<file path="config.mk">
export PLATFORM = sky130hd
export DESIGN_NAME = dual_rail_voltage_supervisor
export DESIGN_NICKNAME = d
export VERILOG_FILES = /design/src/hdl/drvs_pkg.sv /design/src/hdl/dual_rail_voltage_supervisor.sv
export VERILOG_INCLUDE_DIRS = /design/src /design/src/hdl
export SDC_FILE = /design/constraint.sdc
export NUM_CORES = 1
export LEC_CHECK = 0
export BUFFER_PORTS_ARGS = -buffer_cell sky130_fd_sc_hd__buf_2
export CORE_ASPECT_RATIO = 0.75
export CORE_MARGIN = 3
export CORE_UTILIZATION = 45
export CTS_CLUSTER_DIAMETER = 200
export CTS_CLUSTER_SIZE = 24
export DETAILED_ROUTE_END_ITERATION = 10
export PLACE_DENSITY_LB_ADDON = 0.3
export SLEW_MARGIN = 30
export SYNTH_ARGS = -nofsm -noshare
export SYNTH_HDL_FRONTEND = slang
export SYNTH_SLANG_ARGS = --single-unit
</file>
<file path="constraint.sdc">
create_clock -name clk -period 19.7 [get_ports clk]
set_input_delay 0.985 -clock clk [delete_from_list [all_inputs] [get_ports clk]]
set_output_delay 0.985 -clock clk [all_outputs]
set_load 0.05 [all_outputs]
</file>
<file path="src/hdl/assert_macros.svh">
`ifndef ASSERT_MACROS_SVH
`define ASSERT_MACROS_SVH

// implication checked in the same cycle, off while in reset
`define ASSERT_NOW(label, ante, cons, msg) \
	label: assert property (@(posedge clk) disable iff (!arst_n) (ante) |-> (cons)) \
		else $error(msg);

// implication checked in the next cycle, off while in reset
`define ASSERT_NEXT(label, ante, cons, msg) \
	label: assert property (@(posedge clk) disable iff (!arst_n) (ante) |=> (cons)) \
		else $error(msg);

`endif

</file>
<file path="src/hdl/drvs_pkg.sv">
`timescale 1ns / 1ps
`default_nettype none

package drvs_pkg;

	localparam int SAMPLE_COUNT = 16;

	localparam int ADC_W   = 12;
	localparam int LEVEL_W = 11;
	localparam int CV_SCALE = 1650;
	localparam int PROD_W  = ADC_W + LEVEL_W;

	localparam int CNT_W = (SAMPLE_COUNT > 1) ? $clog2(SAMPLE_COUNT) : 1;
	localparam int SUM_W = $clog2(SAMPLE_COUNT * 1649 + 1);
	localparam int CMP_W = LEVEL_W + 1 + $clog2(SAMPLE_COUNT + 1);

	localparam int CFG_IDX_W = 3;

	localparam logic [CFG_IDX_W-1:0] REG_CELL_BREAK    = 3'd0;
	localparam logic [CFG_IDX_W-1:0] REG_CELL_SHORT    = 3'd1;
	localparam logic [CFG_IDX_W-1:0] REG_CELL_LOW      = 3'd2;
	localparam logic [CFG_IDX_W-1:0] REG_CELL_LOW_HYS  = 3'd3;
	localparam logic [CFG_IDX_W-1:0] REG_CELL_FULL     = 3'd4;
	localparam logic [CFG_IDX_W-1:0] REG_CELL_FULL_HYS = 3'd5;
	localparam logic [CFG_IDX_W-1:0] REG_SUPPLY_LOW    = 3'd6;

	localparam logic [LEVEL_W-1:0] RST_CELL_BREAK    = 11'd100;
	localparam logic [LEVEL_W-1:0] RST_CELL_SHORT    = 11'd10;
	localparam logic [LEVEL_W-1:0] RST_CELL_LOW      = 11'd1100;
	localparam logic [LEVEL_W-1:0] RST_CELL_LOW_HYS  = 11'd20;
	localparam logic [LEVEL_W-1:0] RST_CELL_FULL     = 11'd1350;
	localparam logic [LEVEL_W-1:0] RST_CELL_FULL_HYS = 11'd20;
	localparam logic [LEVEL_W-1:0] RST_SUPPLY_LOW    = 11'd1100;

	typedef enum logic [1:0] {
		COND_BREAK  = 2'd0,
		COND_SHORT  = 2'd1,
		COND_NORMAL = 2'd2
	} cell_cond_t;

	// centivolts from a raw 12-bit reading, truncated
	function automatic logic [LEVEL_W-1:0] to_centivolts(input logic [ADC_W-1:0] raw);
		logic [PROD_W-1:0] prod;
		prod = PROD_W'(raw) * PROD_W'(CV_SCALE);
		return prod[PROD_W-1:ADC_W];
	endfunction

	// level scaled to the accumulator domain, so sum compares stand for average compares
	function automatic logic [CMP_W-1:0] scale_level(input logic [LEVEL_W+1:0] level);
		return CMP_W'(level) * CMP_W'(SAMPLE_COUNT);
	endfunction

endpackage

`default_nettype wire

</file>
<file path="src/hdl/dual_rail_voltage_supervisor.sv">
`timescale 1ns / 1ps
`default_nettype none

// Averaging supervisor for a backup cell and a main supply. Each sample transaction carries
// one 12-bit reading of each rail; both are scaled to centivolts and accumulated, and every
// SAMPLE_COUNT transactions the averages update the cell condition, the cell undervoltage
// and charge-full flags (with hysteresis) and the supply flag, with window_done marking that
// result. One result transaction leaves for every sample transaction, at one per clock cycle
// sustained unless result_stall holds the output; an input register feeds a single accumulate
// and compare stage that loads the result register. Averages are never divided out; the
// thresholds are scaled by SAMPLE_COUNT and compared against the sums. Configuration
// registers are written through cfg_wr_en, cfg_index and cfg_data; indexes above 6 are ignored.

`include "assert_macros.svh"

module dual_rail_voltage_supervisor import drvs_pkg::*; (
	input  wire logic                 clk,
	input  wire logic                 arst_n,
	input  wire logic                 cfg_wr_en,
	input  wire logic [CFG_IDX_W-1:0] cfg_index,
	input  wire logic [LEVEL_W-1:0]   cfg_data,
	input  wire logic                 sample_valid,
	output logic                      sample_stall,
	input  wire logic [ADC_W-1:0]     cell_sample,
	input  wire logic [ADC_W-1:0]     supply_sample,
	output logic                      result_valid,
	input  wire logic                 result_stall,
	output logic                      supply_ok,
	output logic                      cell_ok,
	output logic                      cell_full,
	output logic [1:0]                cell_condition,
	output logic                      window_done
);

	logic [LEVEL_W-1:0] cell_break_q, cell_short_q, cell_low_q, cell_low_hys_q;
	logic [LEVEL_W-1:0] cell_full_lvl_q, cell_full_hys_q, supply_low_q;

	logic               valid_s1;
	logic [ADC_W-1:0]   cell_sample_s1, supply_sample_s1;

	logic [CNT_W-1:0]   tick_count_q;
	logic [SUM_W-1:0]   cell_sum_q, supply_sum_q;
	logic               supply_ok_q, cell_ok_q, cell_full_q, window_done_q, result_valid_q;
	cell_cond_t         cell_status_q;

	logic               advance, last_tick;
	logic [SUM_W-1:0]   cell_sum_new, supply_sum_new;
	logic [CMP_W-1:0]   cell_cmp, supply_cmp;
	logic               le_break, ge_short;
	logic               low_set, low_clr, full_set, full_clr, supply_ge;
	logic               cell_ok_new, cell_full_new;
	cell_cond_t         cell_status_new;

	// configuration registers
	always_ff @(posedge clk or negedge arst_n) begin
		if (!arst_n) begin
			cell_break_q    <= RST_CELL_BREAK;
			cell_short_q    <= RST_CELL_SHORT;
			cell_low_q      <= RST_CELL_LOW;
			cell_low_hys_q  <= RST_CELL_LOW_HYS;
			cell_full_lvl_q <= RST_CELL_FULL;
			cell_full_hys_q <= RST_CELL_FULL_HYS;
			supply_low_q    <= RST_SUPPLY_LOW;
		end else if (cfg_wr_en) begin
			case (cfg_index)
				REG_CELL_BREAK:    cell_break_q    <= cfg_data;
				REG_CELL_SHORT:    cell_short_q    <= cfg_data;
				REG_CELL_LOW:      cell_low_q      <= cfg_data;
				REG_CELL_LOW_HYS:  cell_low_hys_q  <= cfg_data;
				REG_CELL_FULL:     cell_full_lvl_q <= cfg_data;
				REG_CELL_FULL_HYS: cell_full_hys_q <= cfg_data;
				REG_SUPPLY_LOW:    supply_low_q    <= cfg_data;
				default: ;
			endcase
		end
	end

	assign advance      = valid_s1 && (!result_valid_q || !result_stall);
	assign sample_stall = valid_s1 && !advance;

	// input register
	always_ff @(posedge clk or negedge arst_n) begin
		if (!arst_n) begin
			valid_s1 <= 1'b0;
		end else if (!sample_stall) begin
			valid_s1 <= sample_valid;
		end
	end

	always_ff @(posedge clk) begin
		if (sample_valid && !sample_stall) begin
			cell_sample_s1   <= cell_sample;
			supply_sample_s1 <= supply_sample;
		end
	end

	// accumulate and decide
	always_comb begin
		last_tick      = (tick_count_q == CNT_W'(SAMPLE_COUNT - 1));
		cell_sum_new   = cell_sum_q + SUM_W'(to_centivolts(cell_sample_s1));
		supply_sum_new = supply_sum_q + SUM_W'(to_centivolts(supply_sample_s1));
		cell_cmp       = CMP_W'(cell_sum_new);
		supply_cmp     = CMP_W'(supply_sum_new);

		le_break  = cell_cmp < scale_level({2'b00, cell_break_q} + 13'd1);
		ge_short  = cell_cmp >= scale_level({2'b00, cell_short_q});
		supply_ge = supply_cmp >= scale_level({2'b00, supply_low_q});

		low_set  = cell_cmp >= scale_level({2'b00, cell_low_q} + {2'b00, cell_low_hys_q});
		low_clr  = (cell_low_q >= cell_low_hys_q)
			&& (cell_cmp < scale_level({2'b00, cell_low_q} - {2'b00, cell_low_hys_q} + 13'd1));
		full_set = cell_cmp >= scale_level({2'b00, cell_full_lvl_q} + {2'b00, cell_full_hys_q});
		full_clr = (cell_full_lvl_q >= cell_full_hys_q)
			&& (cell_cmp < scale_level({2'b00, cell_full_lvl_q} - {2'b00, cell_full_hys_q}
				+ 13'd1));

		cell_ok_new   = cell_ok_q ? !low_clr : low_set;
		cell_full_new = cell_full_q ? !full_clr : full_set;

		if (le_break && ge_short) begin
			cell_status_new = COND_BREAK;
		end else if (!ge_short) begin
			cell_status_new = COND_SHORT;
		end else begin
			cell_status_new = COND_NORMAL;
		end
	end

	// window state and result register
	always_ff @(posedge clk or negedge arst_n) begin
		if (!arst_n) begin
			tick_count_q   <= '0;
			cell_sum_q     <= '0;
			supply_sum_q   <= '0;
			supply_ok_q    <= 1'b1;
			cell_ok_q      <= 1'b1;
			cell_full_q    <= 1'b1;
			cell_status_q  <= COND_NORMAL;
			window_done_q  <= 1'b0;
			result_valid_q <= 1'b0;
		end else begin
			if (!result_valid_q || !result_stall) begin
				result_valid_q <= valid_s1;
			end
			if (advance) begin
				window_done_q <= last_tick;
				if (last_tick) begin
					tick_count_q  <= '0;
					cell_sum_q    <= '0;
					supply_sum_q  <= '0;
					supply_ok_q   <= supply_ge;
					cell_ok_q     <= cell_ok_new;
					cell_full_q   <= cell_full_new;
					cell_status_q <= cell_status_new;
				end else begin
					tick_count_q <= tick_count_q + CNT_W'(1);
					cell_sum_q   <= cell_sum_new;
					supply_sum_q <= supply_sum_new;
				end
			end
		end
	end

	assign result_valid   = result_valid_q;
	assign supply_ok      = supply_ok_q;
	assign cell_ok        = cell_ok_q;
	assign cell_full      = cell_full_q;
	assign cell_condition = cell_status_q;
	assign window_done    = window_done_q;

	`ASSERT_NOW(a_stall_needs_item, sample_stall, valid_s1, "stall without a held transaction")
	`ASSERT_NOW(a_done_clears_count, result_valid && window_done,
		tick_count_q == '0 && cell_sum_q == '0 && supply_sum_q == '0,
		"window closed but accumulators not cleared")
	`ASSERT_NEXT(a_count_steps, advance && !last_tick,
		tick_count_q == $past(tick_count_q) + CNT_W'(1), "tick count did not step")
	`ASSERT_NEXT(a_flags_hold, !advance,
		$stable(cell_ok_q) && $stable(cell_full_q) && $stable(supply_ok_q)
		&& $stable(cell_status_q) && $stable(cell_sum_q),
		"window state changed without a transaction")

endmodule

`default_nettype wire
</file>
---- Word-level counts from Yosys, hierarchy flattened ----
Index checks and enable logic that the tools add are counted.
operators by class
  add/subtract/negate cells ............... 10
  multiply operators ...................... 2
  $lt $le $gt $ge ......................... 9
  equality and inequality tests ........... 7
  muxes and demuxes ....................... 7
  reduce and logical (&&, ||, !) cells .... 22
operators by type and width
  operator                                                               count
  12-bit by 10-bit multiplier with 22-bit output, second input constant  2
  15-bit by 17-bit < comparator with 1-bit output                        2
  15-bit by 16-bit greater-or-equal comparator with 1-bit output         2
  15-bit by 11-bit adder with 15-bit output                              2
  15-bit greater-or-equal comparator                                     2
  15-bit 2-to-1 mux                                                      2
  12-bit by 2-bit adder with 13-bit output, second input constant        2
  11-bit by 11-bit adder with 12-bit output                              2
  11-bit by 11-bit subtractor with 12-bit output                         2
  11-bit greater-or-equal comparator                                     2
  15-bit by 16-bit < comparator with 1-bit output                        1
  2-bit AND reduction                                                    8
  11-bit by 1-bit adder with 12-bit output, second input constant        1
  3-bit equality test, second input constant                             3
  3-bit by 2-bit equality test with 1-bit output, second input constant  2
  1-bit logical AND                                                      6
  1-bit logical NOT                                                      6
  4-bit by 1-bit adder with 4-bit output, second input constant          1
  4-bit equality test, second input constant                             1
  2-bit 2-to-1 mux                                                       2
  4-bit 2-to-1 mux                                                       1
  3-bit by 1-bit equality test with 1-bit output, second input constant  1
  3-bit logical NOT                                                      1
  1-bit 2-to-1 mux                                                       2
  1-bit logical OR                                                       1
storage, ports and cells
  flip-flop bits (word level) ............. 143
  input port bits ......................... 43
  output and inout port bits .............. 8
  word-level logic and storage cells ...... 76

---- Depth between registers and ports, before layout ----
Gate-level depths: netlist of run 1.
  depth in word-level cells ............... 7
  mapped depth ............................ 35
  gate-level depth less buffers ........... 35

---- Least setup slack after synthesis of run 1 ----
OpenSTA, ideal clock, no wires.
  kind .................................... register to register
  start point ............................. register cell_sample_s1[5]
  end point ............................... register cell_status_q[0], in the netlist cell_condition[0]
  library setup time ...................... 0.125 ns
  arrival ................................. 7.176 ns
  data required time ...................... 19.575 ns
  slack ................................... 12.399 ns
  cell stages (with the launch flop) ...... 35
  buffers on the path ..................... 0
  period minus slack after synthesis ...... 7.301 ns
  cells stage by stage .................... edfxtp_1 -> ha_1 -> ha_1 -> inv_1 -> fa_1 -> inv_1 -> fa_1 -> inv_1 -> fa_1 -> inv_1 -> ha_1 -> a21o_1 -> a21oi_1 -> o21ai_0 -> a21oi_1 -> o21ai_0 -> a21o_1 -> xor2_1 -> ha_1 -> o21ai_0 -> o21bai_1 -> a21oi_1 -> o21bai_1 -> a21oi_1 -> xnor2_1 -> ha_1 -> o21ai_0 -> a21oi_1 -> a211o_1 -> a21o_1 -> a32oi_1 -> maj3_1 -> o22ai_1 -> o221ai_1 -> mux2_2
on the way
  cells in the longest elaborated chain, start to end .. 5
  elaborated cells on any way between the ends .. 7
  classes of those cells .................. add/sub (1); mul (1); order compare (2); mux (2); reduce/logical (1)
ends and longest elaborated chain
  item                                                                                                   RTL line                                                                  RTL
  start, declared                                                                                        dual_rail_voltage_supervisor.sv:39                                        logic [ADC_W-1:0] cell_sample_s1, supply_sample_s1;
  start signal, assigned                                                                                 dual_rail_voltage_supervisor.sv:92                                        cell_sample_s1 <= cell_sample;
  12-bit by 10-bit multiplier with 22-bit output *                                                       drvs_pkg.sv:44                                                            prod = PROD_W'(raw) * PROD_W'(CV_SCALE);
  15-bit by 11-bit adder with 15-bit output *                                                            dual_rail_voltage_supervisor.sv:100                                       cell_sum_new = cell_sum_q + SUM_W'(to_centivolts(cell_sample_s1));
  15-bit greater-or-equal comparator or 15-bit by 16-bit < comparator with 1-bit output (tied branches)  dual_rail_voltage_supervisor.sv:106, dual_rail_voltage_supervisor.sv:105
  2-bit 2-to-1 mux or 1-bit logical AND (tied branches)                                                  dual_rail_voltage_supervisor.sv:122, dual_rail_voltage_supervisor.sv:120
  2-bit 2-to-1 mux *                                                                                     dual_rail_voltage_supervisor.sv:120                                       if (le_break && ge_short) begin
  end signal, assigned                                                                                   dual_rail_voltage_supervisor.sv:154                                       cell_status_q <= cell_status_new;
  end, declared                                                                                          dual_rail_voltage_supervisor.sv:44                                        cell_cond_t cell_status_q;
Mark *: on every way between the ends. The rest lies on a longest branch, timed or not.
A chain may end at the register's enable or synchronous reset.

---- Worst setup path in the final report of run 1 ----
Ends and elaborated chain as after synthesis.

==> results of run 1 <==
[per-layer routing]
metal | vias to the layer above | global-route usage (%) | part of all wire (%)
li1 | 5105 | - | -
met1 | 5043 | 31.4 | 53
met2 | 149 | 28.9 | 42
met3 | 17 | 2.40 | 3.9
met4 | 0 | 3.92 | 0.97
met5 | - | 0 | 0
[flip-flops by register name (all words and copies together), names as in the netlist, 2 cells and up]
name / flops
supply_sum_q: 15
supply_sample_s1: 12
cell_break_q: 11
cell_condition: 2
cell_sample_s1: 12
cell_full_lvl_q: 11
cell_low_q: 11
supply_low_q: 11
cell_short_q: 11
cell_full_hys_q: 11
tick_count_q: 4
cell_low_hys_q: 11
cell_sum_q: 15
[synth_stat cells (4+ instances only)]
cell type and n:
a211o_1 4, a211oi_1 9, a21o_1 23, a21oi_1 63, a22o_1 21, a31oi_1 6, and2_1 8, and3_1 7
clkbuf_1 19, dfrtp_1 93, dfstp_2 26, edfxtp_1 24, fa_1 63, ha_1 273, inv_1 184, mux2_2 68
nand2_1 73, nand2b_1 10, nand3_1 21, nand4_1 14, nor2_1 60, nor2b_1 10, nor3_1 20, o211ai_1 4
o21a_1 21, o21ai_0 64, o21bai_1 21, or2_2 4, or3_1 13, or4_1 4, xnor2_1 78, xor2_1 34
[logic make-up after synthesis]
logic type,Yosys count
AOI/OAI and AO/OA,287
DFF,143
and+or+nand+nor,260
buffers and inverters,208
adders and majority gates,338
muxes,71
xor gates and xnor gates,114
[cells in the final DEF (no fill, tap or decap), types with 5 or more instances in the layout]
cell type,netlist,routed
a211oi_1,9,9
a21o_1,23,23
a21oi_1,63,63
a22o_1,21,21
a31oi_1,6,6
and2_1,8,7
and3_1,7,7
buf_2,3,49
buf_4,1,8
clkbuf_16,0,17
dfrtp_1,93,93
dfstp_2,26,26
edfxtp_1,24,24
fa_1,63,63
ha_1,273,273
inv_1,184,184
inv_6,0,5
mux2_2,68,68
nand2_1,73,73
nand2b_1,10,10
nand3_1,21,21
nand4_1,14,14
nor2_1,60,60
nor2b_1,10,10
nor3_1,20,20
o21a_1,21,21
o21ai_0,64,64
o21bai_1,21,21
or3_1,13,13
xnor2_1,78,77
xor2_1,34,34
[critical path, delay by kind of cell, from the launching register on]
family          cells  cell delay, ns
fa+ha+maj           9            3.53
flops               1            0.48
compound gates     18            2.75
xor+xnor            2            0.93
buf+inv             4            0.20
mux                 1            0.29
[layout make-up]
cell class	count	area share, %
repair buffers	58	2.03
multi-input cells	1070	62.8
inverters	184	4.44
well taps	399	3.21
clock buffers	18	2.78
flip-flops and latches	143	24.0
clock inverters	14	0.820
[per-stage QoR]
| stage | util, % | hold slack [ns] | cells | setup slack [ns] |
|---|---|---|---|---|
| after floorplan | - | 0.456 | 1421 | 12.40 |
| after global placement | 48.9 | 0.479 | 1854 | 11.60 |
| after detailed placement | 48.9 | 0.488 | 1854 | 11.42 |
| after CTS | 50.7 | 0.503 | 1886 | 11.38 |
| after global routing | 50.7 | 0.523 | 1886 | 10.80 |
| final | 50.7 | 0.499 | 1886 | 11.37 |
[final timing paths]
path                                      end  slack (ns)
setup / recovery            cell_condition[0]       11.37
hold / removal                supply_sum_q[4]        0.50
setup reg to reg            cell_condition[0]       11.37
hold reg to reg               supply_sum_q[4]        0.50
max in group asynchronous     cell_break_q[7]       18.05
min in group asynchronous  cell_full_hys_q[6]        0.53
==> results.txt, run 1 <==
----------------------------------------------------
[Synthesis]
  Adder and majority gate portion of the synthesized area ... between 30 and 40%
  Area fraction in compound gates after synthesis ... 13.8%
  Async set-reset flop share out of synthesis ... 83.2%
  Post-Synth XOR/XNOR Area ... 7.10%
  Number of nets in the synthesized netlist ... between 1,500 and 2,000
  Share of the synthesized area in the top cell type ... a little under a quarter
  Most used DFF post-synth ... dfrtp_1
  Portion of netlist area occupied by mux cells ... 5.57%
  Synthesized area divided by synthesized cell count ... 10.0 um^2
  Largest cells by area after synthesis ... ha_1 (24%), dfrtp_1 (16%), fa_1 (8.8%)
  Unique cell type count in the Yosys netlist ... 79
  Count of mapped cells out of synthesis ... approximately 1,400
  Number of enable flip-flop cells after synthesis ... 24
  Main combinational cell family by area after synthesis ... adder cells
  Simple-gate share of the synthesized area ... under 10%
  Post-synth design cell area ... 14,300 um^2
  Seq/Total Area, Yosys ... 26.1%
  Most area-hungry cell type in the Yosys netlist ... ha_1
  Warnings from Yosys ... 0
  Total of flip-flops plus latches after synthesis ... 143

[Floorplan]
  Core area ... 30,700 um^2
  Full die area ... 33,900 um^2
  Number of top-level pins ... 51
  Starting Density ... between 40% and 50%
  Width of the die ... 212 um
  Row count ... 55
  Vertical extent of the die ... 160 um

[Final layout]
  FF/Latch Area ... 3730 um^2
  Nets ... 1,853
  Final non-filler cell area ... 15,600 um^2
  Area delta synth->final ... 9.04%
  Layout cells sized above 1 ... roughly 14%
  Multi-input combinational cell area ... 9770 um^2
  Filler cell count in the final layout ... 2,754
  Antenna Cells ... 0

[STA]
  Setup TNS ... 0 ns
  Part of the cycle the worst path needs ... between 40% and 50%
  Highest clock frequency the design can meet ... 120 MHz
  Slew margin rel. ... 35.8%
  Unrepaired setup endpoints after global routing ... false
  Number of max-slew violations in the final report ... 0
  Slew at the pin closest to its max-slew limit ... around 0.96 ns
  Post-layout min period ... 8.33 ns
  Hold violation total from the final report ... 0
  Post-Route Skew ... about 0.013 ns
  Setup violation total in the final timing report ... 0

[Routing]
  Total Routed Length ... 32,600 um
  DR vias/cell ... 5.47
  Via Count ... 10,300
  Iteration-0 DRC Markers ... 627
  First-pass iteration count of the detailed router ... 5
  Average wire per standard cell ... 17.3 um
  Count of antenna-violating nets left after detailed routing ... 0
  Total DRC errors in the routed layout ... 0

[Global routing]
  Overall routing resource usage ... 19.8%
  Wire length of the first global-routing pass ... ~54,000 um
  Number of antenna violations at the first check in global routing ... 3
  GR Overflow Total ... 0
  Pin count of the biggest net entering global routing ... 78
  Number of global-route vias before repair ... 10,200

[Min path]
  Worst hold start ... supply_sum_q[4]
  Cells on Worst Hold Path ... 2
  Class of the tightest hold or removal check ... reg2reg

[Critical path]
  Startpoint of the most critical register-to-register path ... cell_sample_s1[5]
  CP arrival ... a little under 9 ns
  Critical-path cell with the highest stage delay ... xnor2_1
  Worst Setup SP ... cell_sample_s1[5]
  Delay contributed by the slowest stage of the critical path ... 0.76 ns
  Cell count of the worst reg-to-reg path ... 34
  Classification of the worst setup path ... reg2reg
  CP max FO ... 7
  Endpoint required time on the critical path ... 20.02 ns
  Startpoint types ... register
  CP endpoint kind ... register

[Clock network]
  Clock tree root buffer cell ... clkbuf_16
  Number of H-tree branching levels ... 4
  CTS tree ... built
  Resized cells post-CTS ... 0
  Hold-fix buffers at CTS ... 0
  Number of clock sinks ... around 140
  Number of setup buffers added after CTS ... 0
  Clock transition at the registers of the reported paths ... approximately 0.07 ns
  Maximum buffer depth of the clock tree ... 2
  Clock buffers created by TritonCTS ... 17
  Skew-Pair Late Insertion Delay ... between 0.4 and 0.5 ns

[Place]
  Weighted congestion at the end of routability-driven global placement ... 0.884
  I/O Buffers ... 50
  Post-DP HPWL ... 25,700 um
  Placement Cell Area ... roughly 15,000 um^2

[Flow run]
  Maximum Capacitance Violations ... 0

[Status]
  Run status ... finished, final reports clean

----------------------------------------------------
Power of run 1 is left out: the tool's default activity adds up to more than one toggle a clock period on the data nets, which glitch-free logic cannot reach.
==> run 2: changes to the inputs <==
Settings changed: ABC_AREA set to 1.
Clock period 19.7 ns to 8.1 ns, I/O delays scaled along.
==> run 2 against run 1 <==
  * Maximum frequency rose by 12%
  * Setup slack lost 11 ns
  * Hold slack got worse by 0.49 ns
  * Via count rose by 21%
  * Die area increased by 6.6%
  * First-iteration DRC count is 41% higher
  * Largest cell class unchanged
  * Sequential share of layout area is 1.4 points lower
  * Critical path depth is the same
==> results.txt, run 2 <==
----------------------------------------------------
[Synthesis]
  Number of nets in the synthesized netlist ... 2,261 (was 1,800)
  Largest cells by area after synthesis ... ha_1 (22%), dfrtp_1 (15%), nand2_1 (9.9%) (was ha_1 (24%), dfrtp_1 (16%), fa_1 (8.8%))
  Most used DFF post-synth ... dfrtp_1 (unchanged)
  Async set-reset flop share out of synthesis ... 83.2% (unchanged)
  Most common cell in the synthesized netlist ... nand2_1 (was ha_1)
  Warnings from Yosys ... 0 (unchanged)
  Unique cell type count in the Yosys netlist ... 55 (was 79)
  Total of flip-flops plus latches after synthesis ... 143 (unchanged)
  Post-synth design cell area ... 15,300 um^2 (was 14,300 um^2)
  Most area-hungry cell type in the Yosys netlist ... ha_1 (unchanged)
  Seq/Total Area, Yosys ... 24.5% (was 26.1%)
  Count of mapped cells out of synthesis ... 1,882 (was 1,421)
  Synthesized area divided by synthesized cell count ... 8.11 um^2 (was 10.0 um^2)
  Most used standard cells in the synthesized netlist ... nand2_1 (402), inv_1 (285), ha_1 (273), o21ai_0 (116), a21oi_1 (105) (was ha_1 (273), inv_1 (184), dfrtp_1 (93), xnor2_1 (78), nand2_1 (73))
  Number of enable flip-flop cells after synthesis ... 24 (unchanged)
  Share of the synthesized area in the top cell type ... 22.4% (was 23.9%)

[Critical path]
  Endpoint required time on the critical path ... 8.46 ns (was 20.02 ns)
  Delay contributed by the slowest stage of the critical path ... 0.55 ns (was 0.76 ns)
  Critical-path cell with the highest stage delay ... fa_1 (was xnor2_1)
  CP arrival ... 7.80 ns (was 8.65 ns)
  CP endpoint kind ... register (unchanged)
  Classification of the worst setup path ... reg2reg (unchanged)
  Number of stages on the worst setup path ... 34 (unchanged)
  CP max FO ... 4 (was 7)
  Kind of cell adding the most delay to the critical path ... adder cells (unchanged)
  Startpoint types ... register (unchanged)
  Buffer and inverter count on the worst path ... 4 (unchanged)
  Dominant cell type by count on the critical path ... nand2_1
  Cell count of the worst reg-to-reg path ... 34 (unchanged)

[STA]
  Setup TNS ... 0 ns (unchanged)
  Post-Route Skew ... 0.0101 ns (was 0.0130 ns)
  Hold violation total from the final report ... 0 (unchanged)
  Part of the cycle the worst path needs ... 91.8% (was 42.3%)
  Highest clock frequency the design can meet ... 134 MHz (was 120 MHz)
  Number of max-slew violations in the final report ... 0 (unchanged)
  Worst Hold Margin ... 0.0134 ns (was 0.499 ns)
  Slew at the pin closest to its max-slew limit ... 0.865 ns (was 0.956 ns)
  Slew margin rel. ... 42.0% (was 35.8%)
  Fin worst setup slack ... 0.665 ns (was 11.37 ns)
  Post-layout min period ... 7.44 ns (was 8.33 ns)
  Unrepaired setup endpoints after global routing ... false (unchanged)
  Setup violation total in the final timing report ... 0 (unchanged)

[Global routing]
  Overall routing resource usage ... 20.7% (was 19.8%)
  GR Overflow Total ... 0 (unchanged)
  Met2 Use GR ... 30.7% (was 28.9%)
  Number of global-route vias before repair ... 11,800 (was 10,200)
  Met1 layer usage reported by global route ... 32.5% (was 31.4%)
  Busiest grt layer ... met1 (unchanged)
  Pin count of the biggest net entering global routing ... 69 (was 78)
  Number of antenna violations at the first check in global routing ... 0 (was 3)
  Wire length of the first global-routing pass ... 60,100 um (was 53,800 um)
  Met3 Usage GRT ... 2.56% (was 2.40%)

[Clock network]
  Clock buffers created by TritonCTS ... 17 (unchanged)
  Number of setup buffers added after CTS ... 0 (unchanged)
  Hold-fix buffers at CTS ... 0 (unchanged)
  Maximum buffer depth of the clock tree ... 2 (unchanged)
  Clock transition at the registers of the reported paths ... 0.07 ns (about the same)
  Skew-Pair Late Insertion Delay ... 0.44 ns (about the same)
  Number of H-tree branching levels ... 4 (unchanged)
  Number of clock sinks ... 143 (unchanged)
  Clock tree root buffer cell ... clkbuf_16 (unchanged)
  CTS tree ... built (unchanged)
  Resized cells post-CTS ... 0 (unchanged)

[Final layout]
  Antenna Cells ... 0 (unchanged)
  Most common library cell in the layout ignoring fill and taps ... nand2_1 (was ha_1)
  Top library cells by usage in the layout, fill and taps aside ... nand2_1 (402), inv_1 (284), ha_1 (273) (was ha_1 (273), inv_1 (184), dfrtp_1 (93))
  Largest regs ... cell_sum_q: 15 flops, supply_sum_q: 15 flops (unchanged)
  Layout cells sized above 1 ... 9.44% (was 14.0%)
  Area delta synth->final ... 8.46% (was 9.04%)
  Nets ... 2,305 (was 1,853)

[Routing]
  First-pass iteration count of the detailed router ... 5 (unchanged)
  DR vias/cell ... 5.24 (was 5.47)
  Count of antenna-violating nets left after detailed routing ... 0 (unchanged)
  Total Routed Length ... 36,300 um (was 32,600 um)
  Average wire per standard cell ... 15.2 um (was 17.3 um)
  Via Count ... 12,500 (was 10,300)
  Iteration-0 DRC Markers ... 883 (was 627)
  Total DRC errors in the routed layout ... 0 (unchanged)

[Status]
  Run status ... finished, final reports clean (unchanged)

[Floorplan]
  Number of top-level pins ... 51 (unchanged)
  Full die area ... 36,200 um^2 (was 33,900 um^2)
  Vertical extent of the die ... 165 um (was 160 um)
  Core area ... 32,900 um^2 (was 30,700 um^2)
  Width of the die ... 219 um (was 212 um)
  Starting Density ... 46.4% (was 46.5%)
  Row count ... 57 (was 55)

[Min path]
  Class of the tightest hold or removal check ... in2async (was reg2reg)

[Place]
  Post-DP HPWL ... 29,400 um (was 25,700 um)
  I/O Buffers ... 50 (unchanged)
  Worst setup timing slack at the placement stage ... 0.735 ns (was 11.42 ns)
  Weighted congestion at the end of routability-driven global placement ... 0.911 (was 0.884)

[Flow run]
  Maximum Capacitance Violations ... 0 (unchanged)

----------------------------------------------------
==> run 2: cell count changes in the layout (fill, tap and decap cells not counted), sizes merged, moves of 34 or more <==
cell / change
nor2: +37
a21oi: +48
xnor2: -52
xor2: +34
mux2: -68
o21ai: +57
nand3: +80
nand2: +351
inv: +117
==> run 2: path summary, 6_finish.rpt <==
| check | slack, ns | from | endpoint |
|---|---|---|---|
| max | 0.66 | supply_sample_s1[7] | supply_ok |
| min | 0.01 | arst_n | cell_low_hys_q[5] |
| min in group clk | 0.14 | supply_sample[11] | supply_sample_s1[11] |
| max in group asynchronous | 6.96 | arst_n | cell_break_q[5] |
| max reg2reg | 0.66 | supply_sample_s1[7] | supply_ok |
| min reg2reg | 0.48 | cell_condition[1] | cell_condition[1] |
==> run 2: kinds of logic (layout without fill, tap and decap cells) <==
family	count (synthesis)	count (layout)	synth area share, %
AND/OR/NAND/NOR	669	669	19.3
buffers and inverters	332	389	8.43
adder cells (fa/ha/maj)	336	336	30.6
XOR/XNOR	96	96	5.56
AO/OA/AOI/OAI	306	306	11.6
flip-flops	143	143	24.5
==> run 2: final cells by class <==
type,count,area [um^2]
inverters,300,1130
repair buffers,57,325
multi-input cells,1407,10200
well taps,442,553
flip-flops and latches,143,3730
clock inverters,15,145
fillers,3096,16300
clock buffers,17,425
==> run 2: per-layer routing <==
layer,wire (um),up-vias
li1,-,6294
met1,19100,5844
met2,15100,303
met3,1700,29
met4,331,0
met5,0,-
==> run 2: metrics by stage <==
stage	cell area (um^2)	util, %	cells
after floorplan	15300	-	1882
after global placement	16000	48.5	2348
after detailed placement	16000	48.5	2348
after CTS	16500	50.3	2380
after global routing	16600	50.3	2381
final	16600	50.3	2381
Power of run 2 is left out for the same reason.
==> run 3: changes to the inputs <==
--- a/config.mk
+++ b/config.mk
@@ -10,3 +10,3 @@
 export BUFFER_PORTS_ARGS = -buffer_cell sky130_fd_sc_hd__buf_2
-export CORE_ASPECT_RATIO = 0.75
+export CORE_ASPECT_RATIO = 0.5
 export CORE_MARGIN = 3
==> constraint.sdc (replaced) <==
create_clock -name clk -period 8.1 [get_ports clk]
set_input_delay 0.81 -clock clk [delete_from_list [all_inputs] [get_ports clk]]
set_output_delay 0.81 -clock clk [all_outputs]
set_load 0.05 [all_outputs]
==> run 3 against run 2 <==
  * Hold slack improved by 0.39 ns
  * Maximum frequency is 2.9% higher
  * Utilization increased by 0.54 points
  * Register-to-register slack improved by 0.21 ns
  * Count of clock-buffer cells in the layout is 1 higher
  * Sequential share of layout area about the same
  * First-iteration DRC count is 17% lower
  * Highest routed layer unchanged
==> results.txt, run 3 (synthesis results as in run 2) <==
----------------------------------------------------
[Critical path]
  Endpoint required time on the critical path ... 8.48 ns (was 8.46 ns)
  Startpoint types ... register (unchanged)
  Kind of cell adding the most delay to the critical path ... adder cells (unchanged)
  Startpoint of the most critical register-to-register path ... cell_sample_s1[2] (was supply_sample_s1[7])
  Buffer and inverter count on the worst path ... 4 (unchanged)
  CP arrival ... 7.61 ns (was 7.80 ns)
  Setup slack of the worst register-to-register path ... 0.87 ns (was 0.66 ns)
  Classification of the worst setup path ... reg2reg (unchanged)
  Delay contributed by the slowest stage of the critical path ... 0.55 ns (about the same)
  CP max FO ... 6 (was 4)
  Critical register-to-register path endpoint ... cell_ok (was supply_ok)
  Critical-path cell with the highest stage delay ... fa_1 (unchanged)
  Cell count of the worst reg-to-reg path ... 37 (was 34)
  CP endpoint kind ... register (unchanged)

[Final layout]
  Most common library cell in the layout ignoring fill and taps ... nand2_1 (unchanged)
  Multi-input combinational cell area ... 10,200 um^2 (unchanged)
  Largest regs ... cell_sum_q: 15 flops, supply_sum_q: 15 flops (unchanged)
  Nets ... 2,306 (was 2,305)
  Filler cell count in the final layout ... 3,085 (was 3,096)
  Layout cells sized above 1 ... 9.48% (was 9.44%)
  FF/Latch Area ... 3730 um^2 (unchanged)
  Post-route non-filler standard cell count ... 2,373 (was 2,381)
  Top library cells by usage in the layout, fill and taps aside ... nand2_1 (402), inv_1 (284), ha_1 (273) (unchanged)
  Area delta synth->final ... 8.42% (was 8.46%)

[Global routing]
  Wire length of the first global-routing pass ... 60,100 um (about the same)
  GR Overflow Total ... 0 (unchanged)
  Number of antenna violations at the first check in global routing ... 0 (unchanged)
  Overall routing resource usage ... 20.8% (was 20.7%)
  Pin count of the biggest net entering global routing ... 67 (was 69)
  Number of global-route vias before repair ... 12,100 (was 11,800)

[Min path]
  Class of the tightest hold or removal check ... in2async (unchanged)

[STA]
  Number of max-slew violations in the final report ... 0 (unchanged)
  Post-Route Skew ... 0.0186 ns (was 0.0101 ns)
  Highest clock frequency the design can meet ... 138 MHz (was 134 MHz)
  Part of the cycle the worst path needs ... 89.2% (was 91.8%)
  Worst Hold Margin ... 0.402 ns (was 0.0134 ns)
  Unrepaired setup endpoints after global routing ... false (unchanged)
  Hold violation total from the final report ... 0 (unchanged)
  Slew at the pin closest to its max-slew limit ... 0.868 ns (was 0.865 ns)
  Slew margin rel. ... 41.8% (was 42.0%)
  Fin worst setup slack ... 0.871 ns (was 0.665 ns)
  Setup violation total in the final timing report ... 0 (unchanged)
  Post-layout min period ... 7.23 ns (was 7.44 ns)
  Setup TNS ... 0 ns (unchanged)

[Flow run]
  Maximum Capacitance Violations ... 0 (unchanged)

[Clock network]
  Skew-Pair Late Insertion Delay ... 0.45 ns (was 0.44 ns)
  Maximum buffer depth of the clock tree ... 2 (unchanged)
  Resized cells post-CTS ... 0 (unchanged)
  CTS tree ... built (unchanged)
  Number of clock sinks ... 143 (unchanged)
  Clock transition at the registers of the reported paths ... 0.08 ns (was 0.07 ns)
  Clock buffers created by TritonCTS ... 17 (unchanged)
  Number of H-tree branching levels ... 4 (unchanged)
  Clock tree root buffer cell ... clkbuf_16 (unchanged)
  Number of setup buffers added after CTS ... 0 (unchanged)
  Hold-fix buffers at CTS ... 0 (unchanged)

[Routing]
  First-pass iteration count of the detailed router ... 5 (unchanged)
  Via Count ... 12,200 (was 12,500)
  Average wire per standard cell ... 15.2 um (about the same)
  Total Routed Length ... 36,000 um (was 36,300 um)
  Count of antenna-violating nets left after detailed routing ... 0 (unchanged)
  DR vias/cell ... 5.12 (was 5.24)
  Total DRC errors in the routed layout ... 0 (unchanged)
  Iteration-0 DRC Markers ... 733 (was 883)

[Place]
  Weighted congestion at the end of routability-driven global placement ... 0.895 (was 0.911)
  I/O Buffers ... 50 (unchanged)
  Count of placed standard cells including taps ... 2,340 (was 2,348)
  Post-DP HPWL ... 28,400 um (was 29,400 um)
  Worst setup timing slack at the placement stage ... 0.959 ns (was 0.735 ns)

[Floorplan]
  Full die area ... 36,300 um^2 (was 36,200 um^2)
  Core area ... 32,500 um^2 (was 32,900 um^2)
  Starting Density ... 46.9% (was 46.4%)
  Vertical extent of the die ... 136 um (was 165 um)
  Row count ... 46 (was 57)
  Number of top-level pins ... 51 (unchanged)
  Width of the die ... 266 um (was 219 um)

[Status]
  Run status ... finished, final reports clean (unchanged)

----------------------------------------------------
## run 3: worst max-delay path by stage
stage | start | endpoint | cells past startpoint
2_1_floorplan | cell_sample_s1[2] | cell_ok | 36
3_3_place_gp | cell_sample_s1[2] | cell_ok | 37
3_5_place_dp | cell_sample_s1[2] | cell_ok | 37
4_1_cts | cell_sample_s1[3] | cell_ok | 36
5_1_grt | cell_sample_s1[2] | cell_ok | 36
6_report | cell_sample_s1[2] | cell_ok | 37
## run 3: metal layers
metal	routed length [um]	track usage, %	vias up
met5	0	0	-
met2	15800	34.2	187
met4	657	5.32	0
met3	1410	3.67	43
li1	-	-	6273
met1	18200	28.5	5651
## run 3: per-stage QoR
step,area (um^2),util (%)
2_1_floorplan,15300,-
3_3_place_gp,16000,49.1
3_5_place_dp,16000,49.1
4_1_cts,16500,50.9
5_1_grt,16500,50.9
6_report,16500,50.9
## run 3: cell type report
class                      count  area share, %
timing repair buffer          58           1.89
tap                          432           3.27
multi-input combinational   1407           61.9
clock buffer                  18           2.59
inverter                     300           6.82
antenna                        1         0.0151
sequential                   143           22.6
clock inverter                14          0.953
Power of run 3 is left out for the same reason.
